$ cat src/ibp_pkg.sv
// ----------------------------------------------------------------------------
// ibp_pkg
// Types and constants shared by the border padding engine.
// ----------------------------------------------------------------------------
`default_nettype none

package ibp_pkg;

  // field widths
  localparam int COORD_W    = 10;
  localparam int PIX_W      = 32;
  localparam int SIZE_W     = 9;
  localparam int PAD_W      = 8;
  localparam int MODE_W     = 2;
  localparam int POS_W      = 12;  // signed source position, -255..1023
  localparam int SPAN_W     = 11;  // padded extent, up to 766
  localparam int REG_IDX_W  = 3;
  localparam int CFG_DATA_W = 32;
  localparam int KIND_W     = 2;

  // command queue between front and back
  localparam int QUEUE_DEPTH = 4;
  localparam int QPTR_W      = $clog2(QUEUE_DEPTH);

  // register indexes
  localparam logic [REG_IDX_W-1:0] REG_SRC_WIDTH   = 3'd0;
  localparam logic [REG_IDX_W-1:0] REG_SRC_HEIGHT  = 3'd1;
  localparam logic [REG_IDX_W-1:0] REG_PAD_TOP     = 3'd2;
  localparam logic [REG_IDX_W-1:0] REG_PAD_BOTTOM  = 3'd3;
  localparam logic [REG_IDX_W-1:0] REG_PAD_LEFT    = 3'd4;
  localparam logic [REG_IDX_W-1:0] REG_PAD_RIGHT   = 3'd5;
  localparam logic [REG_IDX_W-1:0] REG_BORDER_MODE = 3'd6;
  localparam logic [REG_IDX_W-1:0] REG_FILL_VALUE  = 3'd7;

  // border modes
  localparam logic [MODE_W-1:0] MODE_CONSTANT    = 2'd0;
  localparam logic [MODE_W-1:0] MODE_REPLICATE   = 2'd1;
  localparam logic [MODE_W-1:0] MODE_REFLECT     = 2'd2;
  localparam logic [MODE_W-1:0] MODE_REFLECT_101 = 2'd3;

  // input operations
  localparam logic OP_WRITE = 1'b0;
  localparam logic OP_READ  = 1'b1;

  // command kinds after classification
  localparam logic [KIND_W-1:0] KIND_WRITE = 2'd0;  // store a source pixel
  localparam logic [KIND_W-1:0] KIND_MAP   = 2'd1;  // map back into the source
  localparam logic [KIND_W-1:0] KIND_FILL  = 2'd2;  // constant fill
  localparam logic [KIND_W-1:0] KIND_OOR   = 2'd3;  // outside padded image

  // effective (clamped) configuration
  typedef struct packed {
    logic [SIZE_W-1:0] width;
    logic [SIZE_W-1:0] height;
    logic [PAD_W-1:0]  pad_top;
    logic [PAD_W-1:0]  pad_bottom;
    logic [PAD_W-1:0]  pad_left;
    logic [PAD_W-1:0]  pad_right;
    logic [MODE_W-1:0] mode;
    logic [PIX_W-1:0]  fill;
  } cfg_t;

  // one queued command
  typedef struct packed {
    logic [KIND_W-1:0]       kind;
    logic signed [POS_W-1:0] pos_x;
    logic signed [POS_W-1:0] pos_y;
    logic [PIX_W-1:0]        pixel;
  } entry_t;

endpackage

`default_nettype wire

$ cat src/ibp_front.sv
// ----------------------------------------------------------------------------
// ibp_front
// Accepts input words, checks ranges and classifies each into a command.
// ----------------------------------------------------------------------------
`default_nettype none

module ibp_front import ibp_pkg::*; (
  input  logic             push,
  input  logic             q_full,
  input  cfg_t             cfg,
  input  logic             in_operation,
  input  logic [COORD_W-1:0] in_coord_x,
  input  logic [COORD_W-1:0] in_coord_y,
  input  logic [PIX_W-1:0] in_pixel_in,
  output logic             q_push,
  output entry_t           q_word
);

  logic [SPAN_W-1:0]       span_x, span_y;
  logic signed [POS_W-1:0] sx, sy;
  logic                    rd_oor, in_src, wr_ok;

  // padded image extent
  assign span_x = SPAN_W'(cfg.width) + SPAN_W'(cfg.pad_left) + SPAN_W'(cfg.pad_right);
  assign span_y = SPAN_W'(cfg.height) + SPAN_W'(cfg.pad_top) + SPAN_W'(cfg.pad_bottom);
  assign rd_oor = (SPAN_W'(in_coord_x) >= span_x) || (SPAN_W'(in_coord_y) >= span_y);

  // position relative to the source origin
  assign sx = $signed(POS_W'(in_coord_x)) - $signed(POS_W'(cfg.pad_left));
  assign sy = $signed(POS_W'(in_coord_y)) - $signed(POS_W'(cfg.pad_top));
  assign in_src = (sx >= 0) && (sx < $signed(POS_W'(cfg.width))) &&
                  (sy >= 0) && (sy < $signed(POS_W'(cfg.height)));

  // writes outside the source are dropped here
  assign wr_ok = (in_coord_x < COORD_W'(cfg.width)) && (in_coord_y < COORD_W'(cfg.height));

  assign q_push = push && !q_full && ((in_operation == OP_READ) || wr_ok);

  // build the command word
  always_comb begin
    q_word.pixel = in_pixel_in;
    if (in_operation == OP_WRITE) begin
      q_word.kind  = KIND_WRITE;
      q_word.pos_x = $signed(POS_W'(in_coord_x));
      q_word.pos_y = $signed(POS_W'(in_coord_y));
    end else begin
      q_word.pos_x = sx;
      q_word.pos_y = sy;
      if (rd_oor) begin
        q_word.kind = KIND_OOR;
      end else if ((cfg.mode == MODE_CONSTANT) && !in_src) begin
        q_word.kind = KIND_FILL;
      end else begin
        q_word.kind = KIND_MAP;
      end
    end
  end

endmodule

`default_nettype wire

$ cat config.mk
export PLATFORM = sky130hd
export DESIGN_NAME = ibp_front
export DESIGN_NICKNAME = d
export VERILOG_FILES = /design/src/ibp_pkg.sv /design/src/ibp_front.sv
export SDC_FILE = /design/constraint.sdc
export NUM_CORES = 1
export LEC_CHECK = 0
export BUFFER_PORTS_ARGS = -buffer_cell sky130_fd_sc_hd__buf_2
export CORE_MARGIN = 4
export CORE_UTILIZATION = 51
export DETAILED_ROUTE_END_ITERATION = 16
export PLACE_DENSITY = 0.95
export SYNTH_ARGS = -nofsm -noshare
export SYNTH_HDL_FRONTEND = slang
export SYNTH_SLANG_ARGS = --single-unit
$ cat constraint.sdc
create_clock -name vclk -period 5.9
set_clock_uncertainty 0.15 [all_clocks]
set_input_delay 0.295 -clock vclk [all_inputs]
set_output_delay 0.295 -clock vclk [all_outputs]
set_load 0.02 [all_outputs]
==> results of run 1 <==
==> final cells by class <==
| class | instances | area (um2) |
|---|---|---|
| well taps | 77 | 96.3 |
| fillers | 573 | 2670 |
| repair buffers | 102 | 510 |
| multi-input cells | 339 | 2990 |
| inverters | 51 | 191 |
==> metal layers <==
layer / GRT usage / vias up / part of all wire / wire (um)
met1: 0.252 / 1529 / 0.42 / 3720
li1: - / 1622 / - / -
met5: 0 / - / 0 / 0
met3: 0.0233 / 29 / 0.055 / 480
met4: 0.0510 / 0 / 0.024 / 213
met2: 0.406 / 120 / 0.50 / 4380
==> synth_stat cells, types with 2 or more instances <==
| cell | count |
|---|---|
| o31a_1 | 2 |
| nand2b_1 | 2 |
| o21bai_1 | 4 |
| a2111oi_0 | 2 |
| o211ai_1 | 5 |
| nand4_1 | 4 |
| nor2_1 | 35 |
| and2_1 | 2 |
| o21ai_0 | 15 |
| nor2b_1 | 8 |
| mux2_2 | 13 |
| nor3_1 | 10 |
| a21o_1 | 6 |
| a21oi_1 | 25 |
| inv_1 | 51 |
| a21boi_0 | 4 |
| a31oi_1 | 3 |
| o21a_1 | 12 |
| nand2_1 | 16 |
| fa_1 | 20 |
| mux2i_1 | 2 |
| xnor2_1 | 17 |
| nor4_1 | 3 |
| or3_1 | 2 |
| a211oi_2 | 2 |
| xor2_1 | 10 |
| nand3_1 | 6 |
| o2111ai_1 | 2 |
| clkbuf_1 | 3 |
| a211oi_1 | 7 |
| ha_1 | 83 |
| buf_4 | 34 |
==> worst max path at each step <==
stage,endpoint,cells after the start,from
finish,q_word[56],18,cfg[43]
global route,q_word[56],18,cfg[43]
CTS,q_word[56],18,cfg[43]
detailed placement,q_word[56],18,cfg[43]
global placement,q_word[56],18,cfg[43]
floorplan,q_word[57],17,cfg[59]
==> power breakdown <==
part | internal, mW | leakage (nW) | switching, mW | total (mW)
Clock | 0 | 0 | 0 | 0
Combinational | 0.247 | 1.97 | 0.317 | 0.564
Sequential | 0 | 0 | 0 | 0
==> logic make-up (layout without fill, tap and decap cells) <==
logic type,count (synthesis),count (layout),synth area share
fa+ha+maj,103,103,0.416
buf+inv,90,153,0.137
mux,15,15,0.0481
simple gates,97,97,0.143
compound gates,97,97,0.188
xor+xnor,27,27,0.0683
==> worst max-delay path: cells and delay by family <==
kind,cells,cell delay [ns]
buffers and inverters,4,0.38
adders and majority gates,4,1.41
and+or+nand+nor,4,0.87
AOI/OAI and AO/OA,6,1.33
==> flow_summary_export.csv, run 1 <==
group,metric,value,unit
outcome,status,"completed",
timing,layout_min_cycle_time,4.75,ns
floorplanning,die_w,90.4,um
yosys,synth_nets,671,
route,drt_pass1_iterations,4,
timing,post-route-period-util,0.804,
flow_run,max-cap-violations,0,
setup_path,slowest_stage,"fa_1",
floorplanning,core,6460,um2
yosys,synth.yosys.seq_area_share,0,
timing,setup_viol,0,
placed_design,globalplace.congestion,0.910,
yosys,yosysWarningCount,0,
setup_path,worstSetupStartpointType,"input port",
timing,finalHoldViolCount,0,
yosys,yosysUniqueCellTypes,51,
setup_path,worstPathArrival,4.30,ns
setup_path,crit_fanout,3,
yosys,synth_top_area_frac,0.300,
setup_path,cp_cell_sequence,"buf_2, inv_1, fa_1, inv_1, ha_1, fa_1, a21o_1, a21oi_1, o21bai_1, a21oi_1, nor2_1, a211oi_1, ha_1, nor2b_1, nor4_1, nand4_1, o41a_1, buf_2",
global_route,grt_pass1_wl,15.3,mm
timing,slew_viol_final,0,
yosys,synthCells,429,
route,drc,0,
placed_design,dpl.hpwl,7.83,mm
timing,worst_slew_pin_slew,0.605,ns
final_layout,final_area,3790,um2
power_and_ir_drop,leakage,1.97,nW
power_and_ir_drop,peakVddDrop,0.0910,mV
final_layout,layout_commonest_cell,"buf_2",
timing,fmax,211,MHz
timing,whs,0.440,ns
floorplanning,start_util,0.536,
clock_tree,hold_buffers,0,
floorplanning,fp.dieH,90.4,um
final_layout,fin_util,0.586,
floorplanning,rows,29,
setup_path,slowest_delay,0.51,ns
hold_path,min_from,"in_pixel_in[20]",
setup_path,required,5.45,ns
global_route,grt_use_total,0.213,
yosys,syn_avg_cell_area,8.07,um2
final_layout,design.seq.count,0,
final_layout,synthToLayoutAreaGrowth,9.36,%
placed_design,dpl.cell_count,569,
final_layout,layout.cells.non_filler,569,
route,wl_per_cell,15.4,um
hold_path,hold_depth,0,
floorplanning,io_pins,198,
timing,fin_ws,1.15,ns
route,wirelength,8.78,mm
route,ant_nets,0,
route,viasPerCell,5.80,
route,initialDrtViolationCount,91,
timing,slew_headroom,0.597,
placed_design,placed_area,3790,um2
clock_tree,cts.repair.resized,0,
final_layout,antennaDiodeCount,0,
timing,rsz0062_at_grt,"no",
final_layout,final_cell_mix,"102 x buf_2, 83 x ha_1, 51 x inv_1",
floorplanning,dieArea,8170,um2
final_layout,layout.nets,736,
final_layout,nClkBuffers,0,
timing,fin_tns_setup,0,ns
yosys,syn_area,3460,um2
global_route,grt.overflow.total,0,
power_and_ir_drop,total_power,564,uW
yosys,synthTopCellsByArea,"ha_1 30%, fa_1 12%, buf_4 7.4%",
route,vias,3300,
global_route,first_global_vias,3517,
clock_tree,post_cts_buffers,0,
final_layout,seqCellArea,0,um2
global_route,antenna_found_initial,0,
hold_path,hold_path_class,"input port to output pin",
placed_design,place_ws,1.24,ns
setup_path,critical_path_class,"input port to output pin",
setup_path,worst_setup_path_end_kind,"output pin",
final_layout,drive_gt1_frac,0.250,
power_and_ir_drop,cellPowerDensity,149,nW/um2
global_route,grt_max_degree,27,
placed_design,portBuffers,102,
hold_path,min_to,"q_word[20]",
yosys,yosysTopAreaCell,"ha_1",
(Power assumes the default switching activity.)
==> run 2, diff against run 1 <==
--- a/config.mk
+++ b/config.mk
@@ -5,9 +5,10 @@
 export SDC_FILE = /design/constraint.sdc
 export NUM_CORES = 1
 export LEC_CHECK = 0
+export ABC_AREA = 1
 export BUFFER_PORTS_ARGS = -buffer_cell sky130_fd_sc_hd__buf_2
 export CORE_MARGIN = 4
-export CORE_UTILIZATION = 51
+export CORE_UTILIZATION = 48
 export DETAILED_ROUTE_END_ITERATION = 16
 export PLACE_DENSITY = 0.95
 export SYNTH_ARGS = -nofsm -noshare
==> constraint.sdc (replaced) <==
create_clock -name vclk -period 4.4
set_clock_uncertainty 0.15 [all_clocks]
set_input_delay 0.22 -clock vclk [all_inputs]
set_output_delay 0.22 -clock vclk [all_outputs]
set_load 0.02 [all_outputs]
==> flow_summary_export.csv, run 2 <==
group,metric,value,unit
outcome,status,"completed",
setup_path,worstPathArrival,3.58,ns
global_route,grt_max_degree,25,
power_and_ir_drop,switching_share,0.594,
placed_design,dpl.hpwl,8.37,mm
final_layout,layout.nets,862,
floorplanning,core,7290,um2
yosys,synthTopCellsByArea,"ha_1 29%, nand2_1 16%, fa_1 11%",
yosys,synth_top_area_frac,0.288,
route,drc,0,
setup_path,crit_fanout,4,
setup_path,worstSetupStartpointType,"input port",
timing,fin_ws,0.447,ns
global_route,grt.overflow.total,0,
timing,slew_viol_final,0,
yosys,synth_common_cells,"152 x nand2_1, 85 x inv_1, 83 x ha_1",
floorplanning,rows,31,
power_and_ir_drop,p_switching,465,uW
route,viasPerCell,5.16,
final_layout,design.seq.count,0,
power_and_ir_drop,power_frac_comb,1.000,
final_layout,seqCellArea,0,um2
final_layout,fillerInstances,698,
placed_design,globalplace.congestion,0.901,
floorplanning,dieArea,8970,um2
timing,post-route-period-util,0.898,
final_layout,layout_commonest_cell,"nand2_1",
timing,layout_min_cycle_time,3.95,ns
flow_run,max-cap-violations,0,
hold_path,hold_path_class,"input port to output pin",
power_and_ir_drop,cellPowerDensity,198,nW/um2
power_and_ir_drop,peakVddDrop,0.0808,mV
timing,fin_tns_setup,0,ns
final_layout,drive_gt1_frac,0.178,
global_route,grt_pass1_wl,15.8,mm
route,wl_per_cell,13.1,um
timing,rsz0062_at_grt,"no",
yosys,yosysWarningCount,0,
global_route,antenna_found_initial,0,
route,wirelength,9.40,mm
yosys,yosysMostFrequentCell,"nand2_1",
yosys,syn_avg_cell_area,6.51,um2
power_and_ir_drop,clkPwrFrac,0,
yosys,syn_area,3610,um2
global_route,first_global_vias,3691,
timing,setup_viol,0,
timing,fmax,253,MHz
yosys,yosysTopAreaCell,"ha_1",
power_and_ir_drop,leakage,2.36,nW
route,vias,3698,
power_and_ir_drop,total_power,784,uW
floorplanning,die_w,94.7,um
global_route,grt_use_total,0.210,
setup_path,worst_setup_path_end_kind,"output pin",
floorplanning,io_pins,198,
clock_tree,post_cts_buffers,0,
timing,finalHoldViolCount,0,
final_layout,antennaDiodeCount,0,
timing,worst_slew_pin_slew,0.804,ns
final_layout,synthToLayoutAreaGrowth,9.85,%
yosys,yosysUniqueCellTypes,30,
placed_design,place_ws,0.469,ns
timing,slew_headroom,0.464,
final_layout,nClkBuffers,0,
yosys,synth.yosys.seq_area_share,0,
route,initialDrtViolationCount,272,
power_and_ir_drop,p_int,318,uW
setup_path,critical_path_class,"input port to output pin",
yosys,synth_nets,796,
final_layout,final_cell_mix,"152 x nand2_1, 102 x buf_2, 85 x inv_1",
clock_tree,hold_buffers,0,
floorplanning,fp.dieH,94.7,um
route,drt_pass1_iterations,5,
power_and_ir_drop,pwr-share-seq,0,
yosys,synthCells,554,
route,ant_nets,0,
clock_tree,cts.repair.resized,0,
placed_design,portBuffers,102,
floorplanning,start_util,0.495,
setup_path,required,4.03,ns
## run 2: changes by cell type in the layout (fill, tap and decap cells not counted), sizes merged, moves of 7 or more
cell    before  now
nor2b        8    0
nand2       16  153
mux2        13    0
inv         51   85
nand4        4   11
o21a        12    0
a21oi       25   42
nand3        6   21
a211oi       9    0
## run 2: final cells by class
| type | instances | area, um2 | area share |
|---|---|---|---|
| Multi-Input combinational cell | 431 | 3010 | 0.759 |
| Timing Repair Buffer | 102 | 510 | 0.129 |
| Inverter | 85 | 319 | 0.0805 |
| Tap cell | 99 | 124 | 0.0313 |
## run 2: routing by layer
metal / routed length [um] / global-route usage / vias up
li1: - / - / 1898
met1: 3930 / 0.266 / 1642
met2: 4700 / 0.375 / 122
met3: 460 / 0.0104 / 36
met4: 301 / 0.0769 / 0
met5: 0 / 0 / -
## run 2: power groups by stage
stage	clock network [mW]	logic (mW)	registers, mW
global route	0	0.901	0
detailed placement	0	0.772	0
finish	0	0.784	0
global placement	0	0.728	0
CTS	0	0.777	0
floorplan	0	0.603	0
## run 2: worst max-delay path: stages
cell	delay, ns
buf_2	0.12
fa_1	0.46
ha_1	0.36
a21oi_1	0.15
nand2_1	0.10
nand2_1	0.06
nand2_1	0.06
a21oi_1	0.22
nor2_1	0.06
o21ai_0	0.25
nand2_1	0.09
nand2_1	0.06
nand2_1	0.05
ha_1	0.32
a21o_1	0.17
a21oi_1	0.12
nand4_1	0.14
nor2_1	0.21
nand3_1	0.10
nand2_1	0.07
inv_1	0.04
buf_2	0.15
## run 2: kinds of logic after synthesis
kind of cell | after synthesis | synth area share
adder cells (fa/ha/maj) | 103 | 0.399
buffers and inverters | 123 | 0.166
AO/OA/AOI/OAI | 75 | 0.117
XOR/XNOR | 22 | 0.0534
AND/OR/NAND/NOR | 231 | 0.265
## run 2: final timing paths
check,start,end,slack (ns),cells past startpoint
setup / recovery,cfg[45],q_word[56],0.45,22
hold / removal,in_pixel_in[11],q_word[11],0.29,0
## run 2: through the flow
stage	cell area, um2	hold slack, ns	std cells	utilization
finish	3960	0.290	717	0.543
detailed placement	3960	0.290	717	0.543
CTS	3960	0.290	717	0.543
global route	3960	0.290	717	0.543
global placement	3960	0.290	717	0.543
floorplan	3610	0.403	554	-
