## src/ibp_pkg.sv

```systemverilog
// ----------------------------------------------------------------------------
// ibp_pkg
// Types and constants shared by the border padding engine.
// ----------------------------------------------------------------------------
`default_nettype none

package ibp_pkg;

  // field widths
  localparam int COORD_W    = 10;
  localparam int PIX_W      = 32;
  localparam int SIZE_W     = 9;
  localparam int PAD_W      = 8;
  localparam int MODE_W     = 2;
  localparam int POS_W      = 12;  // signed source position, -255..1023
  localparam int SPAN_W     = 11;  // padded extent, up to 766
  localparam int REG_IDX_W  = 3;
  localparam int CFG_DATA_W = 32;
  localparam int KIND_W     = 2;

  // command queue between front and back
  localparam int QUEUE_DEPTH = 4;
  localparam int QPTR_W      = $clog2(QUEUE_DEPTH);

  // register indexes
  localparam logic [REG_IDX_W-1:0] REG_SRC_WIDTH   = 3'd0;
  localparam logic [REG_IDX_W-1:0] REG_SRC_HEIGHT  = 3'd1;
  localparam logic [REG_IDX_W-1:0] REG_PAD_TOP     = 3'd2;
  localparam logic [REG_IDX_W-1:0] REG_PAD_BOTTOM  = 3'd3;
  localparam logic [REG_IDX_W-1:0] REG_PAD_LEFT    = 3'd4;
  localparam logic [REG_IDX_W-1:0] REG_PAD_RIGHT   = 3'd5;
  localparam logic [REG_IDX_W-1:0] REG_BORDER_MODE = 3'd6;
  localparam logic [REG_IDX_W-1:0] REG_FILL_VALUE  = 3'd7;

  // border modes
  localparam logic [MODE_W-1:0] MODE_CONSTANT    = 2'd0;
  localparam logic [MODE_W-1:0] MODE_REPLICATE   = 2'd1;
  localparam logic [MODE_W-1:0] MODE_REFLECT     = 2'd2;
  localparam logic [MODE_W-1:0] MODE_REFLECT_101 = 2'd3;

  // input operations
  localparam logic OP_WRITE = 1'b0;
  localparam logic OP_READ  = 1'b1;

  // command kinds after classification
  localparam logic [KIND_W-1:0] KIND_WRITE = 2'd0;  // store a source pixel
  localparam logic [KIND_W-1:0] KIND_MAP   = 2'd1;  // map back into the source
  localparam logic [KIND_W-1:0] KIND_FILL  = 2'd2;  // constant fill
  localparam logic [KIND_W-1:0] KIND_OOR   = 2'd3;  // outside padded image

  // effective (clamped) configuration
  typedef struct packed {
    logic [SIZE_W-1:0] width;
    logic [SIZE_W-1:0] height;
    logic [PAD_W-1:0]  pad_top;
    logic [PAD_W-1:0]  pad_bottom;
    logic [PAD_W-1:0]  pad_left;
    logic [PAD_W-1:0]  pad_right;
    logic [MODE_W-1:0] mode;
    logic [PIX_W-1:0]  fill;
  } cfg_t;

  // one queued command
  typedef struct packed {
    logic [KIND_W-1:0]       kind;
    logic signed [POS_W-1:0] pos_x;
    logic signed [POS_W-1:0] pos_y;
    logic [PIX_W-1:0]        pixel;
  } entry_t;

endpackage

`default_nettype wire

```

## src/ibp_queue.sv

```systemverilog
// ----------------------------------------------------------------------------
// ibp_queue
// Small command queue that decouples the front classifier from the back end.
// ----------------------------------------------------------------------------
`default_nettype none

module ibp_queue import ibp_pkg::*; (
  input  logic   clk,
  input  logic   rst_n,
  input  logic   wr_en,
  input  entry_t wr_word,
  output logic   full,
  input  logic   rd_en,
  output entry_t rd_word,
  output logic   empty
);

  entry_t               entries_r [QUEUE_DEPTH];
  logic [QPTR_W-1:0]    wr_ptr_r, wr_ptr_nxt;
  logic [QPTR_W-1:0]    rd_ptr_r, rd_ptr_nxt;
  logic [QPTR_W:0]      count_r, count_nxt;

  assign full    = (count_r == (QPTR_W+1)'(QUEUE_DEPTH));
  assign empty   = (count_r == '0);
  assign rd_word = entries_r[rd_ptr_r];

  // pointer and fill count update
  always_comb begin
    wr_ptr_nxt = wr_ptr_r;
    rd_ptr_nxt = rd_ptr_r;
    count_nxt  = count_r;
    if (wr_en) begin
      wr_ptr_nxt = (wr_ptr_r == QPTR_W'(QUEUE_DEPTH-1)) ? '0 : wr_ptr_r + 1'b1;
    end
    if (rd_en) begin
      rd_ptr_nxt = (rd_ptr_r == QPTR_W'(QUEUE_DEPTH-1)) ? '0 : rd_ptr_r + 1'b1;
    end
    if (wr_en && !rd_en) begin
      count_nxt = count_r + 1'b1;
    end else if (rd_en && !wr_en) begin
      count_nxt = count_r - 1'b1;
    end
  end

  always_ff @(posedge clk) begin
    if (!rst_n) begin
      wr_ptr_r <= '0;
      rd_ptr_r <= '0;
      count_r  <= '0;
    end else begin
      wr_ptr_r <= wr_ptr_nxt;
      rd_ptr_r <= rd_ptr_nxt;
      count_r  <= count_nxt;
    end
  end

  // storage, no reset needed
  always_ff @(posedge clk) begin
    if (wr_en) begin
      entries_r[wr_ptr_r] <= wr_word;
    end
  end

endmodule

`default_nettype wire

```

## config.mk

```make
export PLATFORM = sky130hd
export DESIGN_NAME = ibp_queue
export DESIGN_NICKNAME = d
export VERILOG_FILES = /design/src/ibp_pkg.sv /design/src/ibp_queue.sv
export SDC_FILE = /design/constraint.sdc
export NUM_CORES = 1
export LEC_CHECK = 0
export BUFFER_PORTS_ARGS = -buffer_cell sky130_fd_sc_hd__buf_2
export CAP_MARGIN = 10
export CORE_MARGIN = 4
export CORE_UTILIZATION = 50
export CTS_CLUSTER_SIZE = 28
export DETAILED_ROUTE_END_ITERATION = 8
export PLACE_DENSITY = 0.79
export SYNTH_ARGS = -nofsm -noshare
export SYNTH_HDL_FRONTEND = slang
export SYNTH_SLANG_ARGS = --single-unit
```

## constraint.sdc

```tcl
create_clock -name clk -period 5.05 [get_ports clk]
set_input_delay 0.7575 -clock clk [delete_from_list [all_inputs] [get_ports clk]]
set_output_delay 0.7575 -clock clk [all_outputs]
set_load 0.01 [all_outputs]
```

==> impl_metrics.csv, run 1 <==
group,metric,value,unit
run_status,status,"finished, final reports clean",
routing,wirelength,15100,um
layout,fillCellCount,1226,
timing,grt_setup_unrepaired,"false",
cts,postCtsHoldBufs,0,
timing,hold_violations,0,
cts,cts_made_buffers,24,
critical_path,critPathRequiredTime,4.29,ns
routing,dr_wl_met2,7740,um
timing,setup_tns,0,ns
timing,setup_violations,0,
place,post-dp-hpwl,8720,um
layout,final_cell_mix,"232 x edfxtp_1, 121 x buf_2, 58 x mux4_2, 25 x clkbuf_16, 7 x dfxtp_1",
timing,whs,0.474,ns
min_path,min_path_cells,1,
logic_synthesis,syn_area,8850,um2
die,die_y,141,um
routing,drc_errors,0,
cts,cts.sinks,241,
die,core,17300,um2
grt,gr-total-overflow,0,
logic_synthesis,synth_area_leaders,"edfxtp_1 79%, mux4_2 15%, dfxtp_1 2.0%",
die,io_pins,122,
cts,post-cts-setup-buffers,0,
routing,vias,3945,
timing,max_freq,297,MHz
routing,initialDrtViolationCount,224,
logic_synthesis,synth_seq_area_share,0.807,
grt,grt_max_degree,59,
routing,dr.pass1.iters,4,
logic_synthesis,ys_ff_latch,241,
routing,wl_met3,1080,um
logic_synthesis,ys_warn_count,0,
cts,cts_root_buf,"clkbuf_16",
pwr,finalPower,4.33,mW
pwr,p_per_area,417,nW/um2
timing,slew_headroom,0.398,
logic_synthesis,synth_nets,416,
timing,final.period_utilization,0.666,
grt,first_global_vias,4407,
layout,area_growth,17.4,%
cts,clock_latency,0.50,ns
routing,ant_nets,0,
routing,top_layer,"met5",
grt,track_usage,0.153,
logic_synthesis,synth_top_area_share,0.787,
critical_path,r2r.worst_path.cells,3,
place,gp_congestion,0.664,
routing,wl_per_cell,20.8,um
cts,cts.clk_slew.worst_paths,0.06,ns
flow_run,drv_cap,0,
critical_path,critPathKind,"flop to output pin",
grt,grt_pass1_wl,23600,um
die,die-area,19900,um2
timing,fin_crit,3.36,ns
timing,final-max-slew-violation-count,0,
die,rows,48,
logic_synthesis,syn_inst,347,
cts,cts_tree,"built",
timing,worst-slew-pin-transition,0.902,ns
logic_synthesis,synth_area_per_cell,25.5,um2
cts,clockBufferDepth,3,
min_path,min_path_type,"primary input to flop",
logic_synthesis,synth.distinct_cells,23,
grt,antenna_found_initial,2,
pwr,leakage,3.51,nW
layout,final_common_cell,"edfxtp_1",
critical_path,arrival,2.60,ns
routing,drt-met1-wl,6040,um
pwr,ir_drop,0.000267,V
die,initial_core_util,0.512,
logic_synthesis,yosysTopAreaCell,"edfxtp_1",
layout,n_antenna_cell,0,
cts,htreeDepth,1,
place,io_buffers,121,
layout,finish.utilization,0.601,
layout,drive_above_1_share,0.438,
critical_path,path_max_fanout,39,
routing,via_per_inst,5.44,
critical_path,startpoint_type,"flop",
die,die_w,141,um
timing,fin_skew,0.00871,ns
critical_path,end_kind,"output pin",
layout,nets,551,
cts,ctsResizeCount,0,
==> metrics by stage <==
stage	cells	worst slack (ns)	instance area (um2)
floorplan	347	2.50	8850
global placement	681	2.10	9640
detailed placement	681	2.06	9640
CTS	725	1.52	10400
global route	725	1.38	10400
finish	725	1.69	10400
==> flip-flops by register name, summed over array words and instances, names as in the netlist, named ones only <==
signal / count
rd_ptr_r: 2
entries_r: 232
wr_ptr_r: 2
count_r: 3
==> power by group <==
part / internal (mW) / total, mW / switching (mW)
Combinational: 0.166 / 0.337 / 0.171
Sequential: 2.29 / 2.34 / 0.0517
Clock: 0.961 / 1.65 / 0.689
==> synth_stat cells, drive strengths merged <==
library cell / number
a21boi: 1
and2: 5
buf: 13
dfxtp: 9
edfxtp: 232
fa: 1
ha: 6
inv: 4
mux2i: 4
mux4: 58
nor2: 1
nor2b: 5
nor3: 2
nor3b: 1
o21a: 1
o21ai: 1
or3: 1
xnor2: 1
xor2: 1
==> worst paths after layout <==
path | from | slack, ns | endpoint
worst min-delay path | wr_word[25] | 0.47 | entries_r[1][25]$_DFFE_PP_
worst max-delay path | flop | 1.69 | rd_word[55]
worst min register to register | count_r[2]$_SDFFE_PN0P_ | 0.53 | count_r[2]$_SDFFE_PN0P_
worst max register to register | wr_ptr_r[0]$_SDFFE_PN0P_ | 3.25 | entries_r[2][32]$_DFFE_PP_
==> worst max-delay path: stages (launching register included) <==
cell	delay (ns)
dfxtp_4	0.87
buf_4	0.49
mux4_2	0.57
buf_2	0.16
==> cells by family (layout without fill, tap and decap cells) <==
group | after synthesis | after routing | share of synthesized area
flip-flops | 241 | 241 | 0.807
multiplexers | 62 | 62 | 0.152
buffers and inverters | 17 | 170 | 0.0153
AND/OR/NAND/NOR | 15 | 15 | 0.0102
adder cells (fa/ha/maj) | 7 | 7 | 0.0107
AO/OA/AOI/OAI | 3 | 3 | 0.00226
XOR/XNOR | 2 | 2 | 0.00198
==> final cells by class <==
cell class | count | area (um2) | area share
sequential | 241 | 7150 | 0.689
timing repair buffer | 122 | 613 | 0.0590
multi-input combinational | 89 | 1580 | 0.152
inverter | 4 | 15.0 | 0.00144
tap | 225 | 282 | 0.0271
clock buffer | 31 | 648 | 0.0624
clock inverter | 13 | 100 | 0.00963
==> routing by layer <==
metal	vias up	track usage
met1	2055	0.196
met2	120	0.261
met5	-	0
met4	4	0.0331
met3	18	0.0485
li1	1748	-
Power figures use the tool's default switching activity.
==> inputs of run 2 (changes only) <==
--- a/config.mk
+++ b/config.mk
@@ -5,13 +5,14 @@
 export SDC_FILE = /design/constraint.sdc
 export NUM_CORES = 1
 export LEC_CHECK = 0
+export ABC_AREA = 1
 export BUFFER_PORTS_ARGS = -buffer_cell sky130_fd_sc_hd__buf_2
 export CAP_MARGIN = 10
 export CORE_MARGIN = 4
 export CORE_UTILIZATION = 50
 export CTS_CLUSTER_SIZE = 28
 export DETAILED_ROUTE_END_ITERATION = 8
-export PLACE_DENSITY = 0.79
+export PLACE_DENSITY = 0.82
 export SYNTH_ARGS = -nofsm -noshare
 export SYNTH_HDL_FRONTEND = slang
 export SYNTH_SLANG_ARGS = --single-unit
==> constraint.sdc (replaced) <==
create_clock -name clk -period 2.8 [get_ports clk]
set_input_delay 0.42 -clock clk [delete_from_list [all_inputs] [get_ports clk]]
set_output_delay 0.42 -clock clk [all_outputs]
set_load 0.01 [all_outputs]
==> impl_metrics.csv, run 2 <==
group,metric,value,unit
critical_path,arrival,2.02,ns
routing,dr_wl_met2,8840,um
timing,final-max-slew-violation-count,0,
critical_path,path_max_fanout,59,
die,die_y,143,um
run_status,status,"finished, final reports clean",
cts,cts.sinks,241,
die,core,18000,um2
layout,largest_reg_flops,232,
logic_synthesis,ys_warn_count,0,
grt,track_usage,0.171,
timing,fin_skew,0.00745,ns
place,place_inst,951,
cts,clockBufferDepth,3,
layout,n_antenna_cell,0,
die,io_pins,122,
critical_path,r2r.worst_path.cells,4,
cts,cts.clk_slew.worst_paths,0.06,ns
timing,worst_slack,0.360,ns
routing,ant_nets,0,
logic_synthesis,synth_xor_area_frac,0.000962,
layout,final_common_cell,"edfxtp_1",
routing,wirelength,17700,um
timing,max_freq,410,MHz
logic_synthesis,synth_seq_area_share,0.785,
grt,antenna_found_initial,0,
layout,nets,816,
logic_synthesis,ys_ff_latch,241,
critical_path,worstReg2RegStart,"wr_ptr_r[0]$_SDFFE_PN0P_",
layout,finish.utilization,0.590,
timing,setup_tns,0,ns
logic_synthesis,synthArstFlopShare,0,
place,io_buffers,121,
critical_path,critPathRequiredTime,2.38,ns
timing,grt_setup_unrepaired,"false",
logic_synthesis,yosysTopAreaCell,"edfxtp_1",
cts,clock_latency,0.49,ns
logic_synthesis,synth_simple_gate_area_frac,0.0600,
cts,htreeDepth,1,
pwr,ir_drop,0.000554,V
layout,area_growth,16.4,%
die,rows,49,
pwr,p_per_area,731,nW/um2
place,post-place-ws,0.871,ns
routing,top_layer,"met4",
layout,final_cell_mix,"232 x edfxtp_1, 121 x buf_2, 116 x nor2_1, 113 x o21ai_0, 58 x o22ai_1",
critical_path,startpoint_type,"flop",
cts,postCtsHoldBufs,0,
routing,vias,5408,
grt,gr-total-overflow,0,
logic_synthesis,synth_top_family_by_area,"compound AO/OA/AOI/OAI gates",
timing,setup_violations,0,
min_path,min_path_type,"primary input to flop",
place,place_area,9920,um2
timing,slew_headroom,0.557,
logic_synthesis,syn_area,9110,um2
critical_path,critPathKind,"flop to output pin",
routing,drt-met1-wl,7170,um
timing,fin_crit,2.44,ns
cts,cts_tree,"built",
cts,ctsResizeCount,0,
routing,dr.pass1.iters,5,
logic_synthesis,synth_edf_count,232,
layout,fillCellCount,1373,
layout,finalInstanceArea,10600,um2
min_path,min_path_cells,1,
logic_synthesis,yosys.cell_count.top_type,"edfxtp_1",
routing,via_per_inst,5.47,
timing,final.period_utilization,0.872,
layout,multi_input_area,1620,um2
timing,whs,0.143,ns
logic_synthesis,synth_flop_cell,"edfxtp_1",
place,gp_congestion,0.739,
grt,grt_pass1_wl,27500,um
cts,cts_root_buf,"clkbuf_16",
pwr,finalPower,7.75,mW
grt,first_global_vias,5455,
timing,hold_violations,0,
min_path,min_from,"wr_word[7]",
pwr,leakage,3.76,nW
routing,wl_per_cell,17.9,um
die,die-area,20400,um2
grt,grt_max_degree,117,
cts,cts_made_buffers,23,
logic_synthesis,synthMuxAreaShare,0,
min_path,min_to,"entries_r[2][7]$_DFFE_PP_",
logic_synthesis,synthTopCellsByCount,"232 x edfxtp_1, 116 x nor2_1, 113 x o21ai_0",
logic_synthesis,synth_compound_area_frac,0.107,
die,initial_core_util,0.507,
flow_run,drv_cap,0,
layout,drive_above_1_share,0.238,
layout,regMostFlops,"entries_r",
logic_synthesis,synth_top_area_share,0.765,
layout,layout.area.seq,7150,um2
die,die_w,143,um
layout,reg_top3,"entries_r: 232 flops, count_r: 3 flops",
routing,wl_met3,1330,um
logic_synthesis,synth_area_leaders,"edfxtp_1 77%, o21ai_0 6.2%, nor2_1 4.8%",
critical_path,worst-r2r-setup-slack,0.93,ns
cts,post-cts-setup-buffers,0,
logic_synthesis,synth_fa_ha_area_frac,0.0104,
timing,worst-slew-pin-transition,0.664,ns
logic_synthesis,synth_area_per_cell,14.7,um2
critical_path,r2r_end,"entries_r[3][21]$_DFFE_PP_",
logic_synthesis,synth.distinct_cells,26,
routing,drc_errors,0,
layout,final_cells,989,
logic_synthesis,syn_inst,620,
routing,initialDrtViolationCount,328,
logic_synthesis,synth_nets,689,
critical_path,end_kind,"output pin",
place,post-dp-hpwl,10600,um
-- run 2: cell types whose count changed after synthesis, moves of 7 or more --
| cell | before | now |
|---|---|---|
| buf_6 | 1 | 8 |
| inv_1 | 4 | 14 |
| mux4_2 | 58 | 0 |
| nand2_1 | 0 | 8 |
| nor2_1 | 1 | 116 |
| nor2_2 | 0 | 8 |
| o21ai_0 | 1 | 113 |
| o22ai_1 | 0 | 58 |
-- run 2: cells by family (layout without fill, tap and decap cells) --
kind of cell / after synthesis / after routing
flops: 241 / 241
compound gates: 180 / 180
simple gates: 138 / 138
buf+inv: 53 / 193
fa+ha+maj: 7 / 7
xor+xnor: 1 / 1
-- run 2: worst max-delay path by stage --
stage / from / end / cells past startpoint
floorplan: wr_ptr_r[0]$_SDFFE_PN0P_ / entries_r[3][0]$_DFFE_PP_ / 3
global placement: flop / rd_word[51] / 5
detailed placement: flop / rd_word[12] / 5
CTS: flop / rd_word[12] / 5
global route: flop / rd_word[45] / 4
finish: flop / rd_word[12] / 5
-- run 2: where the power goes --
part	internal [mW]	switching, mW
logic	0.265	0.500
clock network	1.68	1.15
registers	4.12	0.0415
-- run 2: metal layers --
metal | GRT usage | vias up
met3 | 0.0409 | 30
met2 | 0.296 | 179
met5 | 0 | -
li1 | - | 2569
met4 | 0.0470 | 0
met1 | 0.217 | 2630
-- run 2: layout make-up --
cell class | count | share of cell area
well taps | 229 | 0.0270
multi-input cells | 326 | 0.153
flip-flops and latches | 241 | 0.674
repair buffers | 139 | 0.0746
clock inverters | 9 | 0.00826
inverters | 16 | 0.00614
clock buffers | 29 | 0.0564
-- run 2: critical path: stages, from the launching register on --
cell,delay (ns)
dfxtp_4,0.36
inv_6,0.32
buf_4,0.30
o21ai_0,0.14
o22ai_1,0.23
buf_2,0.18
